## src/hw/rtl/fcn_pkg.sv

```systemverilog
// Types and constants shared by the face corner normaliser and its checker.
package fcn_pkg;

    // Field widths fixed by the face format
    localparam int VERT_W  = 24;
    localparam int ATTR_W  = 64;
    localparam int COUNT_W = 3;
    localparam int EDGE_W  = 4;
    localparam int FLIP_W  = 8;

    // Significant bits of an index and of an attribute word
    localparam int INDEX_BITS = 24;
    localparam int ATTR_BITS  = 64;

    localparam logic [VERT_W-1:0] IDX_MASK =
        (INDEX_BITS >= VERT_W) ? {VERT_W{1'b1}}
                               : VERT_W'((64'd1 << INDEX_BITS) - 64'd1);
    localparam logic [ATTR_W-1:0] ATTR_MASK =
        (ATTR_BITS >= ATTR_W) ? {ATTR_W{1'b1}}
                              : ATTR_W'((64'd1 << ATTR_BITS) - 64'd1);

    // Flip bits above the per-corner nibble pass through untouched
    localparam logic [FLIP_W-1:0] FLIP_KEEP_MASK = ~FLIP_W'(15);

    // Working count after duplicate removal: one extra bit so that an
    // underflow never aliases a valid corner count
    localparam int WCOUNT_W = COUNT_W + 1;
    localparam logic [WCOUNT_W-1:0] CNT_EDGE = WCOUNT_W'(2);
    localparam logic [WCOUNT_W-1:0] CNT_TRI  = WCOUNT_W'(3);
    localparam logic [WCOUNT_W-1:0] CNT_QUAD = WCOUNT_W'(4);

    // Rotation applied in the last stage
    typedef enum logic [1:0] {
        ROT_NONE,
        ROT_PAIR,
        ROT_TRI,
        ROT_QUAD
    } rot_kind_t;

    // Input transaction
    typedef struct packed {
        logic [VERT_W-1:0]  vert_a;
        logic [VERT_W-1:0]  vert_b;
        logic [VERT_W-1:0]  vert_c;
        logic [VERT_W-1:0]  vert_d;
        logic [COUNT_W-1:0] corner_count;
        logic [EDGE_W-1:0]  edge_flags;
        logic [FLIP_W-1:0]  flip_flags;
        logic [ATTR_W-1:0]  corner_attr0;
        logic [ATTR_W-1:0]  corner_attr1;
        logic [ATTR_W-1:0]  corner_attr2;
        logic [ATTR_W-1:0]  corner_attr3;
    } face_t;

    // Output transaction
    typedef struct packed {
        logic [VERT_W-1:0] out_vert_a;
        logic [VERT_W-1:0] out_vert_b;
        logic [VERT_W-1:0] out_vert_c;
        logic [VERT_W-1:0] out_vert_d;
        logic [EDGE_W-1:0] out_edge_flags;
        logic [FLIP_W-1:0] out_flip_flags;
        logic [ATTR_W-1:0] out_attr0;
        logic [ATTR_W-1:0] out_attr1;
        logic [ATTR_W-1:0] out_attr2;
        logic [ATTR_W-1:0] out_attr3;
    } result_t;

    // Stage one: masked face plus duplicate compares
    typedef struct packed {
        logic [3:0][VERT_W-1:0] vert;
        logic [COUNT_W-1:0]     cnt;
        logic [EDGE_W-1:0]      edge_bits;
        logic [FLIP_W-1:0]      flip_bits;
        logic [3:0][ATTR_W-1:0] attr;
        logic                   dup_cd;
        logic                   dup_bc;
        logic                   dup_ab;
    } s1_t;

    // Stage two: duplicates removed, working count
    typedef struct packed {
        logic [3:0][VERT_W-1:0] vert;
        logic [WCOUNT_W-1:0]    cnt;
        logic [EDGE_W-1:0]      edge_bits;
        logic [FLIP_W-1:0]      flip_bits;
        logic [3:0][ATTR_W-1:0] attr;
    } s2_t;

    // Stage three: rotation chosen
    typedef struct packed {
        logic [3:0][VERT_W-1:0] vert;
        logic [EDGE_W-1:0]      edge_bits;
        logic [FLIP_W-1:0]      flip_bits;
        logic [3:0][ATTR_W-1:0] attr;
        rot_kind_t              rot;
    } s3_t;

endpackage

```

## src/hw/rtl/face_corner_normalizer_top.sv

```systemverilog
// Face corner normaliser: four-stage pipeline, duplicate removal and rotation.
//
//  Channel | Signals                          | Direction | Payload
//  --------+----------------------------------+-----------+-------------------
//  face    | face_valid, face_ready, face     | in        | fcn_pkg::face_t
//  result  | result_valid, result_ready, result | out     | fcn_pkg::result_t
//
// One face enters per cycle while the result channel drains; a result passes
// through the four register stages in order: compare, duplicate removal,
// rotation select, permutation/output register.
// Reset clears the stage valid bits only; payload registers are not reset.
// A stage holds while the one after it is full and stalled, so a stalled
// result backs up the pipeline without losing or repeating a transaction.
module face_corner_normalizer_top (
    input  logic             clk,
    input  logic             rst_n,
    input  logic             face_valid,
    output logic             face_ready,
    input  fcn_pkg::face_t   face,
    output logic             result_valid,
    input  logic             result_ready,
    output fcn_pkg::result_t result
);

    logic s1_valid_reg, s2_valid_reg, s3_valid_reg, s4_valid_reg;
    logic s1_ready, s2_ready, s3_ready, s4_ready;

    fcn_pkg::s1_t     s1_reg, s1_next;
    fcn_pkg::s2_t     s2_reg, s2_next;
    fcn_pkg::s3_t     s3_reg, s3_next;
    fcn_pkg::result_t s4_reg, s4_next;

    // Backpressure: a stage may load when it is empty or its contents move on
    assign s4_ready   = !s4_valid_reg || result_ready;
    assign s3_ready   = !s3_valid_reg || s4_ready;
    assign s2_ready   = !s2_valid_reg || s3_ready;
    assign s1_ready   = !s1_valid_reg || s2_ready;
    assign face_ready = s1_ready;

    // Stage one: mask fields, compare neighbouring indices
    always_comb
    begin
        s1_next.vert[0]   = face.vert_a & fcn_pkg::IDX_MASK;
        s1_next.vert[1]   = face.vert_b & fcn_pkg::IDX_MASK;
        s1_next.vert[2]   = face.vert_c & fcn_pkg::IDX_MASK;
        s1_next.vert[3]   = face.vert_d & fcn_pkg::IDX_MASK;
        s1_next.cnt       = face.corner_count;
        s1_next.edge_bits = face.edge_flags;
        s1_next.flip_bits = face.flip_flags;
        s1_next.attr[0]   = face.corner_attr0 & fcn_pkg::ATTR_MASK;
        s1_next.attr[1]   = face.corner_attr1 & fcn_pkg::ATTR_MASK;
        s1_next.attr[2]   = face.corner_attr2 & fcn_pkg::ATTR_MASK;
        s1_next.attr[3]   = face.corner_attr3 & fcn_pkg::ATTR_MASK;
        // Earlier removals never touch the slots a later compare reads,
        // so all three compares work on the incoming indices
        s1_next.dup_cd = (s1_next.vert[2] != '0) && (s1_next.vert[2] == s1_next.vert[3]);
        s1_next.dup_bc = (s1_next.vert[1] != '0) && (s1_next.vert[1] == s1_next.vert[2]);
        s1_next.dup_ab = (s1_next.vert[0] == s1_next.vert[1]);
    end

    // Stage two: shift indices down over each duplicate, lower the count
    always_comb
    begin
        s2_next.vert      = s1_reg.vert;
        s2_next.edge_bits = s1_reg.edge_bits;
        s2_next.flip_bits = s1_reg.flip_bits;
        s2_next.attr      = s1_reg.attr;
        if (s1_reg.dup_cd)
        begin
            s2_next.vert[3] = '0;
        end
        if (s1_reg.dup_bc)
        begin
            s2_next.vert[2] = s2_next.vert[3];
            s2_next.vert[3] = '0;
        end
        if (s1_reg.dup_ab)
        begin
            s2_next.vert[1] = s2_next.vert[2];
            s2_next.vert[2] = s2_next.vert[3];
            s2_next.vert[3] = '0;
        end
        s2_next.cnt = {1'b0, s1_reg.cnt}
                      - fcn_pkg::WCOUNT_W'(s1_reg.dup_cd)
                      - fcn_pkg::WCOUNT_W'(s1_reg.dup_bc)
                      - fcn_pkg::WCOUNT_W'(s1_reg.dup_ab);
    end

    // Stage three: pick the rotation from working count and empty slots
    always_comb
    begin
        s3_next.vert      = s2_reg.vert;
        s3_next.edge_bits = s2_reg.edge_bits;
        s3_next.flip_bits = s2_reg.flip_bits;
        s3_next.attr      = s2_reg.attr;
        s3_next.rot       = fcn_pkg::ROT_NONE;
        if (s2_reg.cnt == fcn_pkg::CNT_EDGE)
        begin
            if (s2_reg.vert[1] == '0)
            begin
                s3_next.rot = fcn_pkg::ROT_PAIR;
            end
        end
        else if (s2_reg.cnt == fcn_pkg::CNT_TRI)
        begin
            if (s2_reg.vert[2] == '0)
            begin
                s3_next.rot = fcn_pkg::ROT_TRI;
            end
        end
        else if (s2_reg.cnt == fcn_pkg::CNT_QUAD)
        begin
            if ((s2_reg.vert[2] == '0) || (s2_reg.vert[3] == '0))
            begin
                s3_next.rot = fcn_pkg::ROT_QUAD;
            end
        end
    end

    // Stage four: apply the permutation to indices, and for triangle and quad rotations also to flags and attributes
    always_comb
    begin
        logic [3:0][fcn_pkg::VERT_W-1:0] v;
        logic [3:0][fcn_pkg::ATTR_W-1:0] at;
        logic [fcn_pkg::EDGE_W-1:0]      e;
        logic [fcn_pkg::FLIP_W-1:0]      f;
        v  = s3_reg.vert;
        at = s3_reg.attr;
        e  = s3_reg.edge_bits;
        f  = s3_reg.flip_bits;
        unique case (s3_reg.rot)
            fcn_pkg::ROT_PAIR:
            begin
                v[0] = s3_reg.vert[1];
                v[1] = s3_reg.vert[0];
            end
            fcn_pkg::ROT_TRI:
            begin
                v[0]  = s3_reg.vert[1];
                v[1]  = s3_reg.vert[2];
                v[2]  = s3_reg.vert[0];
                at[0] = s3_reg.attr[1];
                at[1] = s3_reg.attr[2];
                at[2] = s3_reg.attr[0];
                // a triangle has no edge or flip bit for slot d, so both are cleared
                e = {1'b0, s3_reg.edge_bits[0], s3_reg.edge_bits[2],
                     s3_reg.edge_bits[1]};
                f = (s3_reg.flip_bits & fcn_pkg::FLIP_KEEP_MASK)
                    | fcn_pkg::FLIP_W'({1'b0, s3_reg.flip_bits[1],
                                        s3_reg.flip_bits[0], s3_reg.flip_bits[2]});
            end
            fcn_pkg::ROT_QUAD:
            begin
                v[0]  = s3_reg.vert[2];
                v[1]  = s3_reg.vert[3];
                v[2]  = s3_reg.vert[0];
                v[3]  = s3_reg.vert[1];
                at[0] = s3_reg.attr[2];
                at[1] = s3_reg.attr[3];
                at[2] = s3_reg.attr[0];
                at[3] = s3_reg.attr[1];
                e = {s3_reg.edge_bits[3], s3_reg.edge_bits[0],
                     s3_reg.edge_bits[1], s3_reg.edge_bits[2]};
                f = (s3_reg.flip_bits & fcn_pkg::FLIP_KEEP_MASK)
                    | fcn_pkg::FLIP_W'({s3_reg.flip_bits[1], s3_reg.flip_bits[0],
                                        s3_reg.flip_bits[3], s3_reg.flip_bits[2]});
            end
            default:
            begin
                v  = s3_reg.vert;
            end
        endcase
        s4_next.out_vert_a     = v[0];
        s4_next.out_vert_b     = v[1];
        s4_next.out_vert_c     = v[2];
        s4_next.out_vert_d     = v[3];
        s4_next.out_edge_flags = e;
        s4_next.out_flip_flags = f;
        s4_next.out_attr0      = at[0];
        s4_next.out_attr1      = at[1];
        s4_next.out_attr2      = at[2];
        s4_next.out_attr3      = at[3];
    end

    // Stage valid bits
    always_ff @(posedge clk or negedge rst_n)
    begin
        if (!rst_n)
        begin
            s1_valid_reg <= 1'b0;
            s2_valid_reg <= 1'b0;
            s3_valid_reg <= 1'b0;
            s4_valid_reg <= 1'b0;
        end
        else
        begin
            if (s1_ready)
            begin
                s1_valid_reg <= face_valid;
            end
            if (s2_ready)
            begin
                s2_valid_reg <= s1_valid_reg;
            end
            if (s3_ready)
            begin
                s3_valid_reg <= s2_valid_reg;
            end
            if (s4_ready)
            begin
                s4_valid_reg <= s3_valid_reg;
            end
        end
    end

    // Stage payloads, loaded only when a valid transaction moves in
    always_ff @(posedge clk)
    begin
        if (s1_ready && face_valid)
        begin
            s1_reg <= s1_next;
        end
        if (s2_ready && s1_valid_reg)
        begin
            s2_reg <= s2_next;
        end
        if (s3_ready && s2_valid_reg)
        begin
            s3_reg <= s3_next;
        end
        if (s4_ready && s3_valid_reg)
        begin
            s4_reg <= s4_next;
        end
    end

    assign result_valid = s4_valid_reg;
    assign result       = s4_reg;

endmodule

```

## config.mk

```make
export PLATFORM = sky130hd
export DESIGN_NAME = face_corner_normalizer_top
export DESIGN_NICKNAME = d
export VERILOG_FILES = /design/src/hw/rtl/fcn_pkg.sv /design/src/hw/rtl/face_corner_normalizer_top.sv
export SDC_FILE = /design/constraint.sdc
export NUM_CORES = 1
export LEC_CHECK = 0
export BUFFER_PORTS_ARGS = -buffer_cell sky130_fd_sc_hd__buf_4
export CAP_MARGIN = 25
export CORE_AREA = 5 5 378 287
export CTS_BUF_LIST = sky130_fd_sc_hd__clkbuf_16
export DETAILED_ROUTE_END_ITERATION = 8
export DIE_AREA = 0 0 383 292
export PLACE_DENSITY = 0.75
export SYNTH_ARGS = -nofsm -noshare
export SYNTH_HDL_FRONTEND = slang
export SYNTH_SLANG_ARGS = --single-unit
```

## constraint.sdc

```tcl
create_clock -name clk -period 18.8 [get_ports clk]
set_input_delay 1.88 -clock clk [delete_from_list [all_inputs] [get_ports clk]]
set_output_delay 1.88 -clock clk [all_outputs]
set_load 0.01 [all_outputs]
```

==> results.yml, run 1 <==
run_status:
  status: "completed"
final_layout:
  final_nets: 3794
  final_util: 0.616
  finalNonFillerCells: 4890
  final_layout_size_suffix_gt1_frac: 0.333
  mostFrequentLayoutCells: "edfxtp_1 (1468), buf_4 (761), mux2_2 (183)"
  fillers: 7169
  largest_reg_flops: 370
  syn_to_final_growth_pct: 21.7
  layout_commonest_cell: "edfxtp_1"
cts:
  cts_max_path_buffers: 3
  post_cts_buffers: 0
  clk_latency_ps: 740
  cts_tree: "built"
  clkSinkCount: 1472
  cts_resized: 0
  root_buffer: "clkbuf_16"
  cts_made_buffers: 138
  cts_max_level: 4
  holdBufCountCts: 0
  clkTransAtPathRegs_ps: 60
synthesis:
  ys_ff_latch: 1472
  synth_cell_types: 35
  netlist_instances: 2617
  ys_seq_area_frac: 0.836
  synth_edf_count: 1468
  synthArstFlopShare: 0.00272
  synth_nets: 2993
  syn-cell-area_um2: 52800
  syn_avg_cell_area_um2: 20.2
  ys.flop_type: "edfxtp_1"
  synth.yosys.warnings: 0
pwr:
  power_mw: 7.89
  p_clk_frac: 0.350
  comb_power_share: 0.105
  p_int_mw: 6.04
  p_per_area_nw_per_um2: 123
  swShare: 0.235
  p_switching_mw: 1.85
  seqPwrFrac: 0.545
  irDropWorstVdd_uv: 98.4
  leakage_nw: 23.2
die:
  initial_utilization: 0.506
  core_um2: 104000
  die_w_um: 383
  num_rows: 103
  die_height_um: 292
  ios: 737
  dieArea_um2: 112000
setup_path:
  crit_type: "in2reg"
  end_kind: "flop"
  rrSetupSlack_ps: 14660
  critPathArrivalTime_ps: 5220
  crit_fanout: 72
  startpoint_type: "input port"
  crit_required_ps: 19160
timing:
  drv_slew: 0
  setup_viol: 0
  hold_viol: 0
  finalClockSkew_ps: 31.3
  period_share: 0.259
  timing.fmax_mhz: 206
  finalSetupTns_ps: 0
  slew_headroom: 0.298
  min_period_ps: 4860
  rsz0062_at_grt: "false"
  worstMarginPinSlew_ps: 1050
  setup_ws_ps: 13940
global_routing:
  groute.usage.overall: 0.207
  grtUsageMet2: 0.341
  grt_max_degree: 169
  grt_pass1_vias: 26500
  gr-usage-met1: 0.275
  grt_first_pass_wirelength_um: 172000
  antenna_found_initial: 7
  gr-max-usage-layer: "met2"
  grt_util_met3: 0.0564
  globalRouteOverflowTotal: 0
placed_design:
  place_congestion: 0.836
  io_buffers: 736
  post-dp-hpwl_um: 79600
  preCtsSetupSlack_ps: 13150
  place_inst: 4640
drt:
  firstDrtPassIters: 5
  vias_per_cell: 5.38
  vias: 26300
  ant_nets: 0
  drt-total-wl_um: 118000
  drt_iter0_drc: 2555
  drt-wirelength-per-cell_um: 24.1
  drc: 0
run:
  maxCapViolCount: 0
hold_path:
  hp-class: "reg2reg"
path summary, 6_finish.rpt:
path / startpoint / end / depth (start not counted)
setup reg to reg: s3_reg[1] / result[99] / 5
setup / recovery: result_ready / s1_reg[21] / 7
min in group asynchronous: rst_n / s3_valid_reg / 1
hold / removal: s1_reg[16] / s2_reg[13] / 0
max in group asynchronous: rst_n / result_valid / 1
hold reg to reg: s1_reg[16] / s2_reg[13] / 0
routing by layer:
| metal | up-vias | share of wire |
|---|---|---|
| met4 | 0 | 0.025 |
| li1 | 11900 | - |
| met2 | 1115 | 0.49 |
| met1 | 13100 | 0.40 |
| met5 | - | 0 |
| met3 | 174 | 0.083 |
metrics by stage:
step           cell area, um2  hold WS, ps
2_1_floorplan           52800          400
3_3_place_gp            59700          400
3_5_place_dp            59700          405
4_1_cts                 64200          382
5_1_grt                 64300          391
6_report                64300          389
final cells by class:
class	instances	area [um2]	area share
Antenna cell	2	5.00	0.0000778
Clock inverter	106	1080	0.0168
Inverter	28	105	0.00163
Clock buffer	139	3480	0.0541
Tap cell	1365	1710	0.0266
Sequential cell	1472	44200	0.687
Timing Repair Buffer	767	5850	0.0910
Multi-Input combinational cell	1011	7910	0.123
synth_stat cells, types with 2 or more instances:
master,count,share of area
dfrtp_1,4,0.0019
mux2_2,183,0.039
nand2_1,5,0.00036
buf_8,9,0.0026
fa_1,3,0.0011
edfxtp_1,1468,0.83
buf_6,13,0.0028
o22ai_1,24,0.0028
a211oi_1,25,0.0036
nor2b_1,26,0.0031
clkbuf_1,40,0.0028
or2_2,2,0.00024
inv_1,28,0.0020
nor3_1,4,0.00038
o21ai_0,6,0.00057
nor2_1,182,0.013
mux2_1,20,0.0043
xnor2_1,57,0.0094
buf_1,2,0.00014
nand4_1,21,0.0025
mux2i_1,155,0.029
nand3_1,3,0.00028
ha_1,2,0.00047
a21oi_1,180,0.017
xor2_1,16,0.0027
nor4_1,36,0.0043
buf_2,37,0.0035
and2_1,4,0.00047
buf_4,4,0.00057
nand2b_1,30,0.0036
mux4_2,24,0.010
power by group through the flow:
| stage | Clock (mW) | Combinational, mW | Sequential (mW) |
|---|---|---|---|
| 2_1_floorplan | 0 | 0.382 | 4.46 |
| 3_3_place_gp | 0 | 0.811 | 4.35 |
| 3_5_place_dp | 0 | 0.827 | 4.37 |
| 4_1_cts | 2.82 | 0.834 | 4.31 |
| 5_1_grt | 2.97 | 0.888 | 4.33 |
| 6_report | 2.77 | 0.826 | 4.30 |
logic make-up (layout without fill, tap and decap cells):
kind of cell,Yosys count,after routing,synth area share
other cells,0,2,0
simple gates,316,316,0.0285
fa+ha+maj,5,5,0.00161
compound gates,235,235,0.0240
flops,1472,1472,0.836
xor+xnor,73,73,0.0121
buf+inv,134,1040,0.0148
mux,382,382,0.0829
critical path, cell delays in order:
cell and delay, ps:
buf_4 70, nor2b_1 80, nand4_1 170, and2_4 490, buf_4 780, buf_4 720
buf_4 840
(Power assumes the default switching activity.)
==> inputs of run 2 (changes only) <==
==> constraint.sdc (replaced) <==
create_clock -name clk -period 4.1 [get_ports clk]
set_input_delay 0.41 -clock clk [delete_from_list [all_inputs] [get_ports clk]]
set_output_delay 0.41 -clock clk [all_outputs]
set_load 0.01 [all_outputs]
==> results.yml, run 2 (synthesized netlist as in run 1, its figures left out) <==
setup_path:
  crit_fanout: 27
  end_kind: "flop"
  rrSetupSlack_ps: 1340
  rr_startpoint: "s1_reg[1]"
  crit_required_ps: 4590
  critPathArrivalTime_ps: 3250
  startpoint_type: "flop"
  critPathLaunch: "s1_reg[1]"
  crit_type: "reg2reg"
timing:
  timing.fmax_mhz: 363
  setup_viol: 0
  period_share: 0.673
  setup_ws_ps: 1340
  drv_slew: 0
  finalSetupTns_ps: 0
  finalClockSkew_ps: 42.6
  rsz0062_at_grt: "false"
  min_period_ps: 2760
  whs_ps: 368
  slew_headroom: 0.226
  worstMarginPinSlew_ps: 1160
  hold_viol: 0
final_layout:
  layout_commonest_cell: "edfxtp_1"
  mostFrequentLayoutCells: "edfxtp_1 (1468), buf_4 (761), dlygate4sd3_1 (371)"
  final_nets: 4173
  final_area_um2: 67900
  final_util: 0.650
  largest_reg_flops: 370
  final_layout_size_suffix_gt1_frac: 0.301
  syn_to_final_growth_pct: 28.5
placed_design:
  io_buffers: 736
  post-dp-hpwl_um: 79800
  place_congestion: 0.860
  preCtsSetupSlack_ps: 1390
  place_area_um2: 59900
global_routing:
  grt_pass1_vias: 29200
  groute.usage.overall: 0.224
  antenna_found_initial: 19
  grt_max_degree: 173
  grt_first_pass_wirelength_um: 185000
  globalRouteOverflowTotal: 0
run:
  maxCapViolCount: 0
cts:
  clk_latency_ps: 760
  cts_max_path_buffers: 3
  cts_tree: "built"
  clkSinkCount: 1472
  root_buffer: "clkbuf_16"
  cts_resized: 0
  clkTransAtPathRegs_ps: 60
  cts_made_buffers: 137
  cts_max_level: 4
die:
  ios: 737
  die_height_um: 292
  initial_utilization: 0.506
  dieArea_um2: 112000
  die_w_um: 383
  core_um2: 104000
  num_rows: 103
drt:
  vias: 28500
  drc: 0
  ant_nets: 0
  vias_per_cell: 5.39
  drt_iter0_drc: 3096
  firstDrtPassIters: 6
  drt-wirelength-per-cell_um: 24.3
  drt-total-wl_um: 128000
hold_path:
  hp-class: "in2reg"
  worstHoldStart: "face[90]"
pwr:
  p_per_area_nw_per_um2: 528
  leakage_nw: 24.7
  irDropWorstVdd_uv: 383
run_status:
  status: "completed"
-- run 2: changes by cell type in the layout (fill, tap and decap cells not counted), moves of 5 or more --
cell and delta:
buf_12 +12, bufinv_16 -13, clkinv_1 +10, clkinv_8 +5, diode_2 +15, dlygate4sd3_1 +371
-- run 2: final timing paths --
path	end	depth (start not counted)
max in group asynchronous	s1_valid_reg	3
min in group asynchronous	result_valid	3
worst max-delay path	s2_reg[270]	7
worst max register to register	s2_reg[270]	7
worst min register to register	s3_reg[143]	0
worst min-delay path	s1_reg[157]	2
-- run 2: area by class of cell --
| cell class | count | area, um2 |
|---|---|---|
| Sequential cell | 1472 | 44200 |
| Fill cell | 6617 | 36500 |
| Timing Repair Buffer | 1147 | 9730 |
| Multi-Input combinational cell | 1011 | 7910 |
| Clock buffer | 137 | 3430 |
| Tap cell | 1365 | 1710 |
| Clock inverter | 107 | 777 |
| Inverter | 28 | 105 |
| Antenna cell | 17 | 42.5 |
-- run 2: critical path: stages (launching register included) --
cell and delay [ps]:
edfxtp_1 360, buf_4 250, ha_1 340, inv_1 80, fa_1 430, fa_1 430
fa_1 460, xnor2_1 140
-- run 2: power breakdown --
part	leakage, nW	internal, mW	total, mW	switching [mW]
registers	14.3	18.9	19.7	0.876
clock network	2.15	6.30	11.9	5.57
logic	8.26	1.90	4.22	2.32
total	24.7	27.1	35.8	8.76
-- run 2: per-stage QoR --
step / power (mW) / instances
after floorplan: 21.8 / 2617
after global placement: 23.7 / 4652
after detailed placement: 23.8 / 4652
after CTS: 35.8 / 5267
after global routing: 37.1 / 5281
final: 35.8 / 5284
-- run 2: routing by layer --
metal	vias to the layer above	part of all wire	global-route usage
li1	12600	-	-
met1	14200	0.38	0.283
met2	1432	0.50	0.375
met3	285	0.083	0.0551
met4	0	0.041	0.0950
met5	-	0	0
-- run 2: timing repair --
| action | CTS | global route |
|---|---|---|
| hold endpoints to repair | 374 | 0 |
| hold buffers | 371 | 0 |
| buffers inserted | 0 | 0 |
